<file path="config.mk">
export PLATFORM = sky130hd
export DESIGN_NAME = debug_line_table_encoder_top
export DESIGN_NICKNAME = d
export VERILOG_FILES = /design/src/rtl/dlte_pkg.sv /design/src/rtl/debug_line_table_encoder_top.sv /design/src/rtl/dlte_front.sv /design/src/rtl/dlte_fifo.sv /design/src/rtl/dlte_back.sv
export SDC_FILE = /design/constraint.sdc
export NUM_CORES = 1
export LEC_CHECK = 0
export ABC_CLOCK_PERIOD_IN_PS = 3600
export BUFFER_PORTS_ARGS = -buffer_cell sky130_fd_sc_hd__buf_4
export CAP_MARGIN = 20
export CORE_MARGIN = 2
export CORE_UTILIZATION = 40
export CTS_CLUSTER_DIAMETER = 80
export CTS_CLUSTER_SIZE = 14
export DETAILED_ROUTE_END_ITERATION = 10
export SLEW_MARGIN = 5
export SYNTH_ARGS = -nofsm -noshare
export SYNTH_HDL_FRONTEND = slang
export SYNTH_SLANG_ARGS = --single-unit
export TNS_END_PERCENT = 100
</file>
<file path="constraint.sdc">
create_clock -name clk_i -period 3.6 [get_ports clk_i]
set_input_delay 0 -clock clk_i [delete_from_list [all_inputs] [get_ports clk_i]]
set_output_delay 0 -clock clk_i [all_outputs]
set_load 0.03 [all_outputs]
</file>
<file path="src/rtl/dlte_pkg.sv">
// ----------------------------------------------------------------------------
// dlte_pkg
// Types, codes and constants shared by the line table encoder modules.
// ----------------------------------------------------------------------------
package dlte_pkg;

  // marker bytes of the line table stream
  localparam logic [7:0] MarkFile   = 8'd253;
  localparam logic [7:0] MarkLine   = 8'd254;
  localparam logic [7:0] MarkOffset = 8'd255;

  // short form limits: line step below 126, offset advance below 129
  localparam logic [15:0] LineStepLimit   = 16'd126;
  localparam logic [7:0]  LineStepBias    = 8'd127;
  localparam logic [23:0] OffsetStepLimit = 24'd129;

  // default depth of the command queue between front and back
  localparam int unsigned QueueDepthDefault = 4;

  // event kind codes
  localparam logic FuncFile = 1'b0;
  localparam logic FuncLine = 1'b1;

  typedef struct packed {
    logic        func;
    logic [15:0] value;
    logic [23:0] code_offset;
  } in_item_t;

  typedef struct packed {
    logic [7:0] out_byte;
    logic       last;
  } out_item_t;

  typedef enum logic [1:0] {
    ADV_NONE,
    ADV_SHORT,
    ADV_LONG
  } adv_kind_e;

  typedef enum logic [1:0] {
    EVT_FILE,
    EVT_LINE_SHORT,
    EVT_LINE_LONG
  } evt_kind_e;

  // one classified event, ready to be serialized
  typedef struct packed {
    adv_kind_e   adv;
    logic [7:0]  adv_byte;
    logic [23:0] offset;
    evt_kind_e   evt;
    logic [15:0] value;
    logic [7:0]  line_byte;
  } cmd_t;

endpackage

</file>
<file path="src/rtl/debug_line_table_encoder_top.sv">
// ----------------------------------------------------------------------------
// debug_line_table_encoder_top
// Turns file and line change events into a compact line table byte stream.
// ----------------------------------------------------------------------------
//
//  channel   direction  handshake               payload
//  -------   ---------  ----------------------  ------------------------------
//  in        in         in_valid_i/in_stall_o   func, value, code_offset
//  out       out        out_valid_o/out_stall_i out_byte, last
//
//  an event is accepted while the command queue has room; the front
//  classifies it and, for a changed file or line, updates it and the offset
//  on the spot; each event emits 0 to 7 bytes, one per cycle while
//  out_stall_i is low, through the single-byte output register;
//  back-to-back commands run with no gap
//  reset clears stored file, line and offset to zero, empties the queue and
//  drops the output register; no clearing pass
//  out_stall_i freezes the serializer; once the queue fills, in_stall_o rises
//
module debug_line_table_encoder_top #(
  parameter int unsigned QueueDepth = dlte_pkg::QueueDepthDefault
) (
  input  logic                clk_i,
  input  logic                rst_ni,
  input  logic                in_valid_i,
  output logic                in_stall_o,
  input  dlte_pkg::in_item_t  in_data_i,
  output logic                out_valid_o,
  input  logic                out_stall_i,
  output dlte_pkg::out_item_t out_data_o
);
  import dlte_pkg::*;

  // command path between front, queue and serializer
  logic q_push;
  cmd_t q_push_cmd;
  logic q_full;
  logic q_pop;
  logic q_valid;
  cmd_t q_pop_cmd;

  // front: accepts transactions, drops unchanged events, builds commands
  dlte_front u_front (
    .clk_i      (clk_i),
    .rst_ni     (rst_ni),
    .in_valid_i (in_valid_i),
    .in_stall_o (in_stall_o),
    .in_data_i  (in_data_i),
    .q_full_i   (q_full),
    .q_push_o   (q_push),
    .q_cmd_o    (q_push_cmd)
  );

  // queue decouples the accept side from the byte side
  dlte_fifo #(
    .Depth (QueueDepth)
  ) u_fifo (
    .clk_i      (clk_i),
    .rst_ni     (rst_ni),
    .push_i     (q_push),
    .push_cmd_i (q_push_cmd),
    .full_o     (q_full),
    .pop_i      (q_pop),
    .valid_o    (q_valid),
    .pop_cmd_o  (q_pop_cmd)
  );

  // back: serializes each command into output transactions
  dlte_back u_back (
    .clk_i       (clk_i),
    .rst_ni      (rst_ni),
    .q_valid_i   (q_valid),
    .q_cmd_i     (q_pop_cmd),
    .q_pop_o     (q_pop),
    .out_valid_o (out_valid_o),
    .out_stall_i (out_stall_i),
    .out_data_o  (out_data_o)
  );

endmodule

</file>
<file path="src/rtl/dlte_front.sv">
// ----------------------------------------------------------------------------
// dlte_front
// Accepts events, compares against the stored file, line and offset, and
// turns each changing event into a command for the serializer.
// ----------------------------------------------------------------------------
module dlte_front (
  input  logic               clk_i,
  input  logic               rst_ni,
  input  logic               in_valid_i,
  output logic               in_stall_o,
  input  dlte_pkg::in_item_t in_data_i,
  input  logic               q_full_i,
  output logic               q_push_o,
  output dlte_pkg::cmd_t     q_cmd_o
);
  import dlte_pkg::*;

  logic [23:0] prev_offset_q, prev_offset_d;
  logic [7:0]  cur_file_q, cur_file_d;
  logic [15:0] cur_line_q, cur_line_d;

  logic        accept;
  logic        changed;
  logic [24:0] off_diff;
  logic        off_short;
  logic [16:0] line_diff;
  logic        line_short;

  assign in_stall_o = q_full_i;
  assign accept     = in_valid_i && !q_full_i;

  assign off_diff  = {1'b0, in_data_i.code_offset} - {1'b0, prev_offset_q};
  assign off_short = !off_diff[24] && (off_diff[23:0] != 24'd0) &&
                     (off_diff[23:0] < OffsetStepLimit);

  assign line_diff  = {1'b0, in_data_i.value} - {1'b0, cur_line_q};
  assign line_short = !line_diff[16] && (line_diff[15:0] != 16'd0) &&
                      (line_diff[15:0] < LineStepLimit);

  always_comb begin
    changed = (in_data_i.func == FuncFile) ? (in_data_i.value[7:0] != cur_file_q)
                                           : (in_data_i.value != cur_line_q);

    q_cmd_o.offset    = in_data_i.code_offset;
    q_cmd_o.value     = in_data_i.value;
    q_cmd_o.adv_byte  = off_diff[7:0] - 8'd1;
    q_cmd_o.line_byte = line_diff[7:0] + LineStepBias;

    if (in_data_i.code_offset == prev_offset_q) begin
      q_cmd_o.adv = ADV_NONE;
    end else if (off_short) begin
      q_cmd_o.adv = ADV_SHORT;
    end else begin
      q_cmd_o.adv = ADV_LONG;
    end

    if (in_data_i.func == FuncFile) begin
      q_cmd_o.evt = EVT_FILE;
    end else if (line_short) begin
      q_cmd_o.evt = EVT_LINE_SHORT;
    end else begin
      q_cmd_o.evt = EVT_LINE_LONG;
    end

    q_push_o      = accept && changed;
    prev_offset_d = prev_offset_q;
    cur_file_d    = cur_file_q;
    cur_line_d    = cur_line_q;
    if (q_push_o) begin
      prev_offset_d = in_data_i.code_offset;
      if (in_data_i.func == FuncFile) begin
        cur_file_d = in_data_i.value[7:0];
      end else begin
        cur_line_d = in_data_i.value;
      end
    end
  end

  always_ff @(posedge clk_i or negedge rst_ni) begin
    if (!rst_ni) begin
      prev_offset_q <= '0;
      cur_file_q    <= '0;
      cur_line_q    <= '0;
    end else begin
      prev_offset_q <= prev_offset_d;
      cur_file_q    <= cur_file_d;
      cur_line_q    <= cur_line_d;
    end
  end

endmodule

</file>
<file path="src/rtl/dlte_fifo.sv">
// ----------------------------------------------------------------------------
// dlte_fifo
// Short command queue between the classifier and the serializer.
// ----------------------------------------------------------------------------
module dlte_fifo #(
  parameter int unsigned Depth = dlte_pkg::QueueDepthDefault
) (
  input  logic           clk_i,
  input  logic           rst_ni,
  input  logic           push_i,
  input  dlte_pkg::cmd_t push_cmd_i,
  output logic           full_o,
  input  logic           pop_i,
  output logic           valid_o,
  output dlte_pkg::cmd_t pop_cmd_o
);
  import dlte_pkg::*;

  localparam int unsigned PtrW = (Depth > 1) ? $clog2(Depth) : 1;
  localparam int unsigned CntW = $clog2(Depth + 1);

  cmd_t            slots_q [Depth];
  logic [PtrW-1:0] wr_ptr_q, wr_ptr_d;
  logic [PtrW-1:0] rd_ptr_q, rd_ptr_d;
  logic [CntW-1:0] count_q, count_d;

  function automatic logic [PtrW-1:0] ptr_next(input logic [PtrW-1:0] p);
    ptr_next = (p == PtrW'(Depth - 1)) ? '0 : p + PtrW'(1);
  endfunction

  assign full_o    = (count_q == CntW'(Depth));
  assign valid_o   = (count_q != '0);
  assign pop_cmd_o = slots_q[rd_ptr_q];

  always_comb begin
    wr_ptr_d = push_i ? ptr_next(wr_ptr_q) : wr_ptr_q;
    rd_ptr_d = pop_i ? ptr_next(rd_ptr_q) : rd_ptr_q;
    count_d  = count_q;
    if (push_i && !pop_i) begin
      count_d = count_q + CntW'(1);
    end else if (pop_i && !push_i) begin
      count_d = count_q - CntW'(1);
    end
  end

  always_ff @(posedge clk_i or negedge rst_ni) begin
    if (!rst_ni) begin
      wr_ptr_q <= '0;
      rd_ptr_q <= '0;
      count_q  <= '0;
    end else begin
      wr_ptr_q <= wr_ptr_d;
      rd_ptr_q <= rd_ptr_d;
      count_q  <= count_d;
    end
  end

  always_ff @(posedge clk_i) begin
    if (push_i) begin
      slots_q[wr_ptr_q] <= push_cmd_i;
    end
  end

  a_no_overflow: assert property (@(posedge clk_i) disable iff (!rst_ni)
    count_q <= CntW'(Depth))
    else $error("command queue count beyond depth");

  a_no_pop_empty: assert property (@(posedge clk_i) disable iff (!rst_ni)
    pop_i |-> valid_o)
    else $error("pop from empty command queue");

endmodule

</file>
<file path="src/rtl/dlte_back.sv">
// ----------------------------------------------------------------------------
// dlte_back
// Serializer: walks each command byte by byte into the output register.
// ----------------------------------------------------------------------------
module dlte_back (
  input  logic                clk_i,
  input  logic                rst_ni,
  input  logic                q_valid_i,
  input  dlte_pkg::cmd_t      q_cmd_i,
  output logic                q_pop_o,
  output logic                out_valid_o,
  input  logic                out_stall_i,
  output dlte_pkg::out_item_t out_data_o
);
  import dlte_pkg::*;

  typedef enum logic [3:0] {
    PH_ADV_SHORT,
    PH_ADV_MARK,
    PH_ADV_B0,
    PH_ADV_B1,
    PH_ADV_B2,
    PH_EVT_MARK,
    PH_EVT_B0,
    PH_EVT_B1,
    PH_EVT_SHORT
  } phase_e;

  logic      busy_q, busy_d;
  phase_e    phase_q, phase_d;
  cmd_t      cmd_q, cmd_d;
  logic      out_valid_q, out_valid_d;
  out_item_t out_q, out_d;

  logic      advance;
  logic      cur_last;
  logic [7:0] cur_byte;
  phase_e    cur_next;

  function automatic phase_e evt_first(input cmd_t c);
    evt_first = (c.evt == EVT_LINE_SHORT) ? PH_EVT_SHORT : PH_EVT_MARK;
  endfunction

  function automatic phase_e cmd_first(input cmd_t c);
    case (c.adv)
      ADV_SHORT: cmd_first = PH_ADV_SHORT;
      ADV_LONG:  cmd_first = PH_ADV_MARK;
      default:   cmd_first = evt_first(c);
    endcase
  endfunction

  // byte, last flag and follow-on phase for the current step
  always_comb begin
    cur_byte = '0;
    cur_last = 1'b0;
    cur_next = phase_q;
    case (phase_q)
      PH_ADV_SHORT: begin
        cur_byte = cmd_q.adv_byte;
        cur_next = evt_first(cmd_q);
      end
      PH_ADV_MARK: begin
        cur_byte = MarkOffset;
        cur_next = PH_ADV_B0;
      end
      PH_ADV_B0: begin
        cur_byte = cmd_q.offset[7:0];
        cur_next = PH_ADV_B1;
      end
      PH_ADV_B1: begin
        cur_byte = cmd_q.offset[15:8];
        cur_next = PH_ADV_B2;
      end
      PH_ADV_B2: begin
        cur_byte = cmd_q.offset[23:16];
        cur_next = evt_first(cmd_q);
      end
      PH_EVT_MARK: begin
        cur_byte = (cmd_q.evt == EVT_FILE) ? MarkFile : MarkLine;
        cur_next = PH_EVT_B0;
      end
      PH_EVT_B0: begin
        cur_byte = cmd_q.value[7:0];
        cur_last = (cmd_q.evt == EVT_FILE);
        cur_next = PH_EVT_B1;
      end
      PH_EVT_B1: begin
        cur_byte = cmd_q.value[15:8];
        cur_last = 1'b1;
      end
      PH_EVT_SHORT: begin
        cur_byte = cmd_q.line_byte;
        cur_last = 1'b1;
      end
      default: begin
        cur_last = 1'b1;
      end
    endcase
  end

  assign advance = busy_q && (!out_valid_q || !out_stall_i);
  assign q_pop_o = q_valid_i && (!busy_q || (advance && cur_last));

  always_comb begin
    busy_d      = busy_q;
    phase_d     = phase_q;
    cmd_d       = cmd_q;
    out_d       = out_q;
    out_valid_d = out_valid_q && out_stall_i;

    if (advance) begin
      out_valid_d    = 1'b1;
      out_d.out_byte = cur_byte;
      out_d.last     = cur_last;
      phase_d        = cur_next;
      if (cur_last) begin
        busy_d = 1'b0;
      end
    end

    if (q_pop_o) begin
      busy_d  = 1'b1;
      cmd_d   = q_cmd_i;
      phase_d = cmd_first(q_cmd_i);
    end
  end

  always_ff @(posedge clk_i or negedge rst_ni) begin
    if (!rst_ni) begin
      busy_q      <= 1'b0;
      phase_q     <= PH_EVT_MARK;
      out_valid_q <= 1'b0;
      cmd_q       <= '0;
      out_q       <= '0;
    end else begin
      busy_q      <= busy_d;
      phase_q     <= phase_d;
      out_valid_q <= out_valid_d;
      cmd_q       <= cmd_d;
      out_q       <= out_d;
    end
  end

  assign out_valid_o = out_valid_q;
  assign out_data_o  = out_q;

  a_b1_long_line: assert property (@(posedge clk_i) disable iff (!rst_ni)
    (busy_q && phase_q == PH_EVT_B1) |-> (cmd_q.evt == EVT_LINE_LONG))
    else $error("high line byte for a non-long line command");

  a_short_adv_kind: assert property (@(posedge clk_i) disable iff (!rst_ni)
    (busy_q && phase_q == PH_ADV_SHORT) |-> (cmd_q.adv == ADV_SHORT))
    else $error("short advance step for a command without one");

  a_pop_at_end: assert property (@(posedge clk_i) disable iff (!rst_ni)
    (q_pop_o && busy_q) |-> (advance && cur_last))
    else $error("command replaced before its last byte went out");

  a_last_emitted: assert property (@(posedge clk_i) disable iff (!rst_ni)
    (advance && cur_last && !q_pop_o) |=> !busy_q)
    else $error("serializer still busy after last byte");

endmodule
</file>
# Word-level counts from Yosys, hierarchy flattened
# Memories as Yosys holds them, arrays and structs flattened.
# Index checks and enable logic that the tools add are counted.
[totals]
memories = 1
elab_cells = 107
ramBits = 240
in_bits = 45
reg_bits = 128
[mem_list]
columns = ["name", "words", "word_bits", "rd", "rd_clocked_by_memory_dff", "write_ports", "line_no", "rtl"]
rows = [
  ["u_fifo.slots_q", 4, 60, 1, 0, 1, "dlte_fifo.sv:22", "cmd_t slots_q [Depth];"],
]
[classes]
reduce_logical = 37
mux = 24
n_eq_ne = 18
magnitude_cmp = 2
n_bitwise = 1
addsub = 8
[op_table]
columns = ["op", "count"]
rows = [
  ["8-bit case mux with 9 select lines", 1],
  ["24-bit by 24-bit subtractor with 25-bit output", 1],
  ["24-bit == test", 1],
  ["24-bit by 8-bit < comparator with 1-bit output, second input constant", 1],
  ["4-bit case mux with 6 select lines", 1],
  ["24-bit nonzero test", 1],
  ["16-bit by 16-bit subtractor with 17-bit output", 1],
  ["4-bit by 3-bit == test with 1-bit output, second input constant", 4],
  ["16-bit by 7-bit < comparator with 1-bit output, second input constant", 1],
  ["4-bit two-way mux", 4],
  ["16-bit != test", 1],
  ["16-bit nonzero test", 1],
  ["2-bit two-way mux", 7],
  ["1-bit logical AND", 12],
  ["8-bit by 7-bit adder with 8-bit output, second input constant", 1],
  ["4-bit by 2-bit == test with 1-bit output, second input constant", 2],
  ["1-bit logical NOT", 8],
  ["8-bit != test", 1],
  ["4-bit case mux with 2 select lines", 1],
  ["2-bit AND reduction", 4],
  ["8-bit by 1-bit subtractor with 8-bit output, second input constant", 1],
  ["1-bit two-way mux", 7],
  ["7-bit nonzero test", 1],
  ["2-bit by 1-bit == test with 1-bit output, second input constant", 3],
  ["17 further kinds", 24],
]

# Longest topological paths before layout
[depth]
ltp_word = 9
ltp_mapped = 18
depth_no_buf = 15

# Hierarchy
# Synthesis repeated with hierarchy kept, for this count alone.
[hier_totals]
cells_unflattened = 1227
area_unflattened_um2 = 17848.4
[by_module_without_submodules]
columns = ["module", "instances", "area_per_inst_um2", "seq_area_each_um2", "cells_each"]
rows = [
  ["dlte_fifo", 1, 9143.8, 7382.1, 351],
  ["dlte_front", 1, 4927.2, 1201.2, 598],
  ["dlte_back", 1, 3777.4, 1829.3, 278],
]

# Worst setup path before layout
# No wires, ideal clock.
[synth_timing]
path_type = "register to register"
startpoint = "reg u_front.cur_line_q[13]"
endpoint = "mem u_fifo.slots_q[0][0] in the netlist's numbering, enable pin"
stages_incl_launch_ff = 14
setup_slack_ns = -0.188
t_arrival_ns = 3.364
cell_sequence = "dfrtp_1 > inv_1 > ha_1 > clkbuf_1 > nand2_1 > nor3_1 > nand3_1 > nor4_1 > nor3b_1 > o41ai_1 > clkbuf_1 > buf_2 > inv_1 > and2_1"
[synth_via]
elab_chain_cells = 5
[synth_rtl]
columns = ["element", "line_no", "rtl"]
rows = [
  ["start, declared", "dlte_front.sv:20", "logic [15:0] cur_line_q, cur_line_d;"],
  ["start signal, assigned", "dlte_front.sv:87", "cur_line_q <= cur_line_d;"],
  ["16-bit != test", "dlte_front.sv:42", ": (in_data_i.value != cur_line_q);"],
  ["1-bit two-way mux", "dlte_front.sv:41", "changed = (in_data_i.func == FuncFile) ? (in_data_i.value[7:0] != cur_file_q)"],
  ["1-bit logical AND", "dlte_front.sv:65", "q_push_o = accept && changed;"],
  ["via q_push", "debug_line_table_encoder_top.sv:35", "logic q_push;"],
  ["1-bit two-way mux", "dlte_fifo.sv:59", "if (push_i) begin"],
  ["1-bit two-way mux (implied by the code)", "dlte_fifo.sv:60", "slots_q[wr_ptr_q] <= push_cmd_i;"],
  ["end, declared", "dlte_fifo.sv:22", ""],
]
# The timed path passes the listed nets, and every way through them passes these cells.

==> flow_metrics.py <==
metrics = {
    "run_status": {
        "run_status": "completed",
    },
    "critical_path": {
        "crit_path_start": "u_front.prev_offset_q[4]",
        "worstSetupStartpointType": "register",
        "cpPeakStageDelay_ns": 0.52,
        "cp_cell_sequence": "inv_1, ha_1, a21o_1, a31o_1, o31ai_2, a21oi_1, a21bo_1, mux2_4, or4_4, o31a_1",
        "critPathCaptureType": "register",
        "rr_worst_depth": 10,
        "timing.rr.start": "u_front.prev_offset_q[4]",
        "crit_arrival_ns": 3.68,
        "critPathMaxFanout": 7,
        "crit-reg2reg-capture": "u_fifo.slots_q[3][59]",
        "timing_worst_setup_path_type": "reg -> reg",
        "critPathSlowestCell": "or4_4",
        "worst_setup_path_endpoint": "u_fifo.slots_q[3][59]",
        "timing.reg2reg.setup_slack_ns": 0.22,
        "required_ns": 3.90,
    },
    "place": {
        "routabilityCongestion": 0.889,
        "numPortBuffers": 55,
        "post_detail_place_hpwl_um": 25500,
        "post_dp_cell_area_um2": 18200,
        "post-place-cells": 1771,
        "pre_cts_slack_ns": 0.240,
    },
    "yosys": {
        "netlist_instances": 1214,
        "synth_compound_area_share_pct": 8.80,
        "synth_top_flop_cell": "edfxtp_1",
        "portion_of_netlist_area_occupied_by_mux_cells_pct": 14.5,
        "post_synth_xor_area_fraction_pct": 1.94,
        "yosys.area_share.simple_pct": 7.03,
        "post_synth_instance_area_um2": 17100,
        "post-synth-top-area-fraction_pct": 42.1,
        "dominant_combinational_cell_family_by_area_after_synthesis": "multiplexers",
        "synthArstFlopShare_pct": 34.8,
        "synth_fp_nets": 1313,
        "synth.top_cells.by_area": "edfxtp_1 42%, dfrtp_1 18%, mux4_2 8.0%, mux2_2 6.1%, ha_1 3.7%",
        "ys_seq_area_share_pct": 60.8,
        "ys_warn_count": 0,
        "synthDominantAreaCellType": "edfxtp_1",
        "synth_edf_count": 240,
        "ys_seq_elements": 368,
        "syn-mean-instance-area_um2": 14.1,
        "post_synth_num_cell_types": 77,
        "yosys.area_share.adder_pct": 4.08,
    },
    "floorplan": {
        "floorplan.initialDensity_pct": 40.7,
        "floorplan.io_pins": 56,
        "fp.coreArea_um2": 42100,
        "rows": 75,
        "fp.dieW_um": 211,
        "die_height_um": 211,
        "die-area_um2": 44500,
    },
    "global_routing": {
        "via_count_of_the_first_global_routing_pass": 10200,
        "grt_antenna_before_repair": 0,
        "largest_net_degree_at_the_start_of_global_routing": 94,
        "gr-usage-all-layers_pct": 17.3,
        "grt_overflow": 0,
        "grt_pass1_wl_um": 59300,
    },
    "final_layout": {
        "fillers": 3658,
        "count_of_inserted_antenna_diode_cells": 0,
        "flow.area_growth_from_synthesis_pct": 14.1,
        "final_area_um2": 19500,
        "final_non_filler_cell_total": 1870,
        "post_layout_utilization_of_the_core_pct": 46.4,
        "layout-drive-gt1-share_pct": 21.7,
        "finish.net_count": 1406,
    },
    "timing": {
        "hold_slack_ns": 0.0667,
        "worst_clock_skew_ns": 0.0130,
        "setup_repair_after_global_routing_missed_its_margin": "no",
        "fmaxAchievable_mhz": 296,
        "relSlewSlack_pct": 36.2,
        "timing.setup.tns_ns": 0,
        "final_max_slew_viol_count": 0,
        "fin_crit_sh_pct": 93.8,
        "finalHoldViolations": 0,
        "timing.final.ws_setup_ns": 0.223,
        "timing_worst_slew_pin_value_ns": 0.958,
        "finalCriticalPeriod_ns": 3.38,
        "finalSetupViolCount": 0,
    },
    "power": {
        "leakagePower_nw": 7.22,
        "ir_drop_v": 0.000385,
        "power-per-cell-area_nw_per_um2": 826,
        "post-layout-total-power_mw": 16.1,
    },
    "cts": {
        "cts_sinks": 368,
        "cts_max_level": 1,
        "clk_pin_slew_ns": 0.07,
        "cts-root-buf": "clkbuf_16",
        "ctsLongestPathBuffers": 3,
        "cts_inserted_buffers": 30,
        "tritoncts": "done",
        "worstSkewPairLatency_ns": 0.57,
    },
    "drt": {
        "total_length_of_routed_wires_um": 37600,
        "drc_violation_total_after_the_first_tritonroute_iteration": 796,
        "vias": 10200,
        "drtAntennaViolNets": 0,
        "wl_per_cell_um": 20.1,
        "drcViolationCount": 0,
        "drt_first_pass_iters": 5,
        "via_per_inst": 5.46,
    },
    "run": {
        "cap_violations": 0,
    },
    "min_path": {
        "hold_path.class": "in -> async",
    },
}
state kept, by name, summed over array words and instances (netlist names), 2 cells and up:
signal,count
u_back.out_data_o,9
u_back.phase_q,4
u_front.prev_offset_q,24
u_fifo.rd_ptr_q,2
u_front.cur_file_q,8
u_back.cmd_q,58
u_fifo.slots_q,240
u_fifo.wr_ptr_q,2
u_front.cur_line_q,16
u_fifo.count_q,3
cells in the final DEF, fill, tap and decap left out, types with 6 or more instances in the layout:
cell,count
a211o_1,8
a211oi_1,6
a21o_1,9
a21oi_1,57
a221oi_1,6
a22oi_1,8
a31oi_1,8
and2_1,7
and4_1,6
buf_4,72
clkbuf_1,24
clkbuf_16,31
dfrtp_1,124
dlygate4sd3_1,43
edfxtp_1,240
ha_1,51
inv_1,69
mux2_2,93
mux4_2,61
nand2_1,74
nand2b_1,8
nand3_1,23
nand4_1,7
nor2_1,45
nor2b_1,10
nor3_1,14
nor4_1,10
o21a_1,9
o21ai_0,56
or3_1,6
xnor2_1,24
xor2_1,14
routing by layer:
layer,vias up,GRT usage (%),part of all wire (%)
li1,4797,-,-
met3,41,2.11,4.2
met5,-,0,0
met2,201,27.1,46
met4,0,3.74,1.4
met1,5180,25.9,48
layout make-up:
| type | count | area (um2) | area share [%] |
|---|---|---|---|
| Timing Repair Buffer | 119 | 1040 | 5.33 |
| Inverter | 69 | 259 | 1.33 |
| Clock inverter | 1 | 7.51 | 0.0384 |
| Tap cell | 539 | 674 | 3.45 |
| Sequential cell | 368 | 10400 | 53.3 |
| Clock buffer | 55 | 866 | 4.43 |
| Multi-Input combinational cell | 719 | 6280 | 32.1 |
worst max-delay path: cells and delay by family, from the launching register on:
| kind | cells | cell delay (ns) |
|---|---|---|
| buf+inv | 1 | 0.04 |
| compound gates | 6 | 1.54 |
| mux | 1 | 0.29 |
| flops | 1 | 0.34 |
| fa+ha+maj | 1 | 0.36 |
| simple gates | 1 | 0.52 |
timing repair:
action | CTS | global route
endpoints found under the setup margin | 0 | 5
gates resized for setup | 0 | 4
endpoints found under the hold margin | 310 | 0
hold buffers | 43 | 0
setup buffers | 0 | 0
how the worst min path moves through the flow:
stage	depth (start not counted)	to	slack [ns]
after floorplan	0	u_back.busy_q	-0.30
after global placement	1	u_front.prev_offset_q[20]	0.17
after detailed placement	1	u_front.prev_offset_q[20]	0.17
after CTS	5	u_fifo.wr_ptr_q[0]	0.07
after global routing	5	u_fifo.wr_ptr_q[0]	0.12
final	2	u_front.prev_offset_q[20]	0.07
synth_stat cells, drive strengths merged (11+ instances only):
master and n:
buf 11, xor2 14, a21oi 57, mux4 61, o21ai 59, nor2 45
and2 12, nand2 74, edfxtp 240, nor3 16, inv 69, ha 51
clkbuf 47, nand3 23, mux2 94, xnor2 24, dfrtp 126
cell families after synthesis:
family,after synthesis
muxes,160
buffers and inverters,127
AOI/OAI and AO/OA,227
DFF,368
xor gates and xnor gates,38
adders and majority gates,54
and+or+nand+nor,240
power by group:
| group | leakage (nW) | internal, mW | switching (mW) |
|---|---|---|---|
| clock network | 0.411 | 1.61 | 1.44 |
| logic | 3.11 | 2.84 | 3.52 |
| registers | 3.71 | 6.03 | 0.690 |
| total | 7.22 | 10.5 | 5.66 |
No activity file was read; power rests on OpenSTA's default activity.
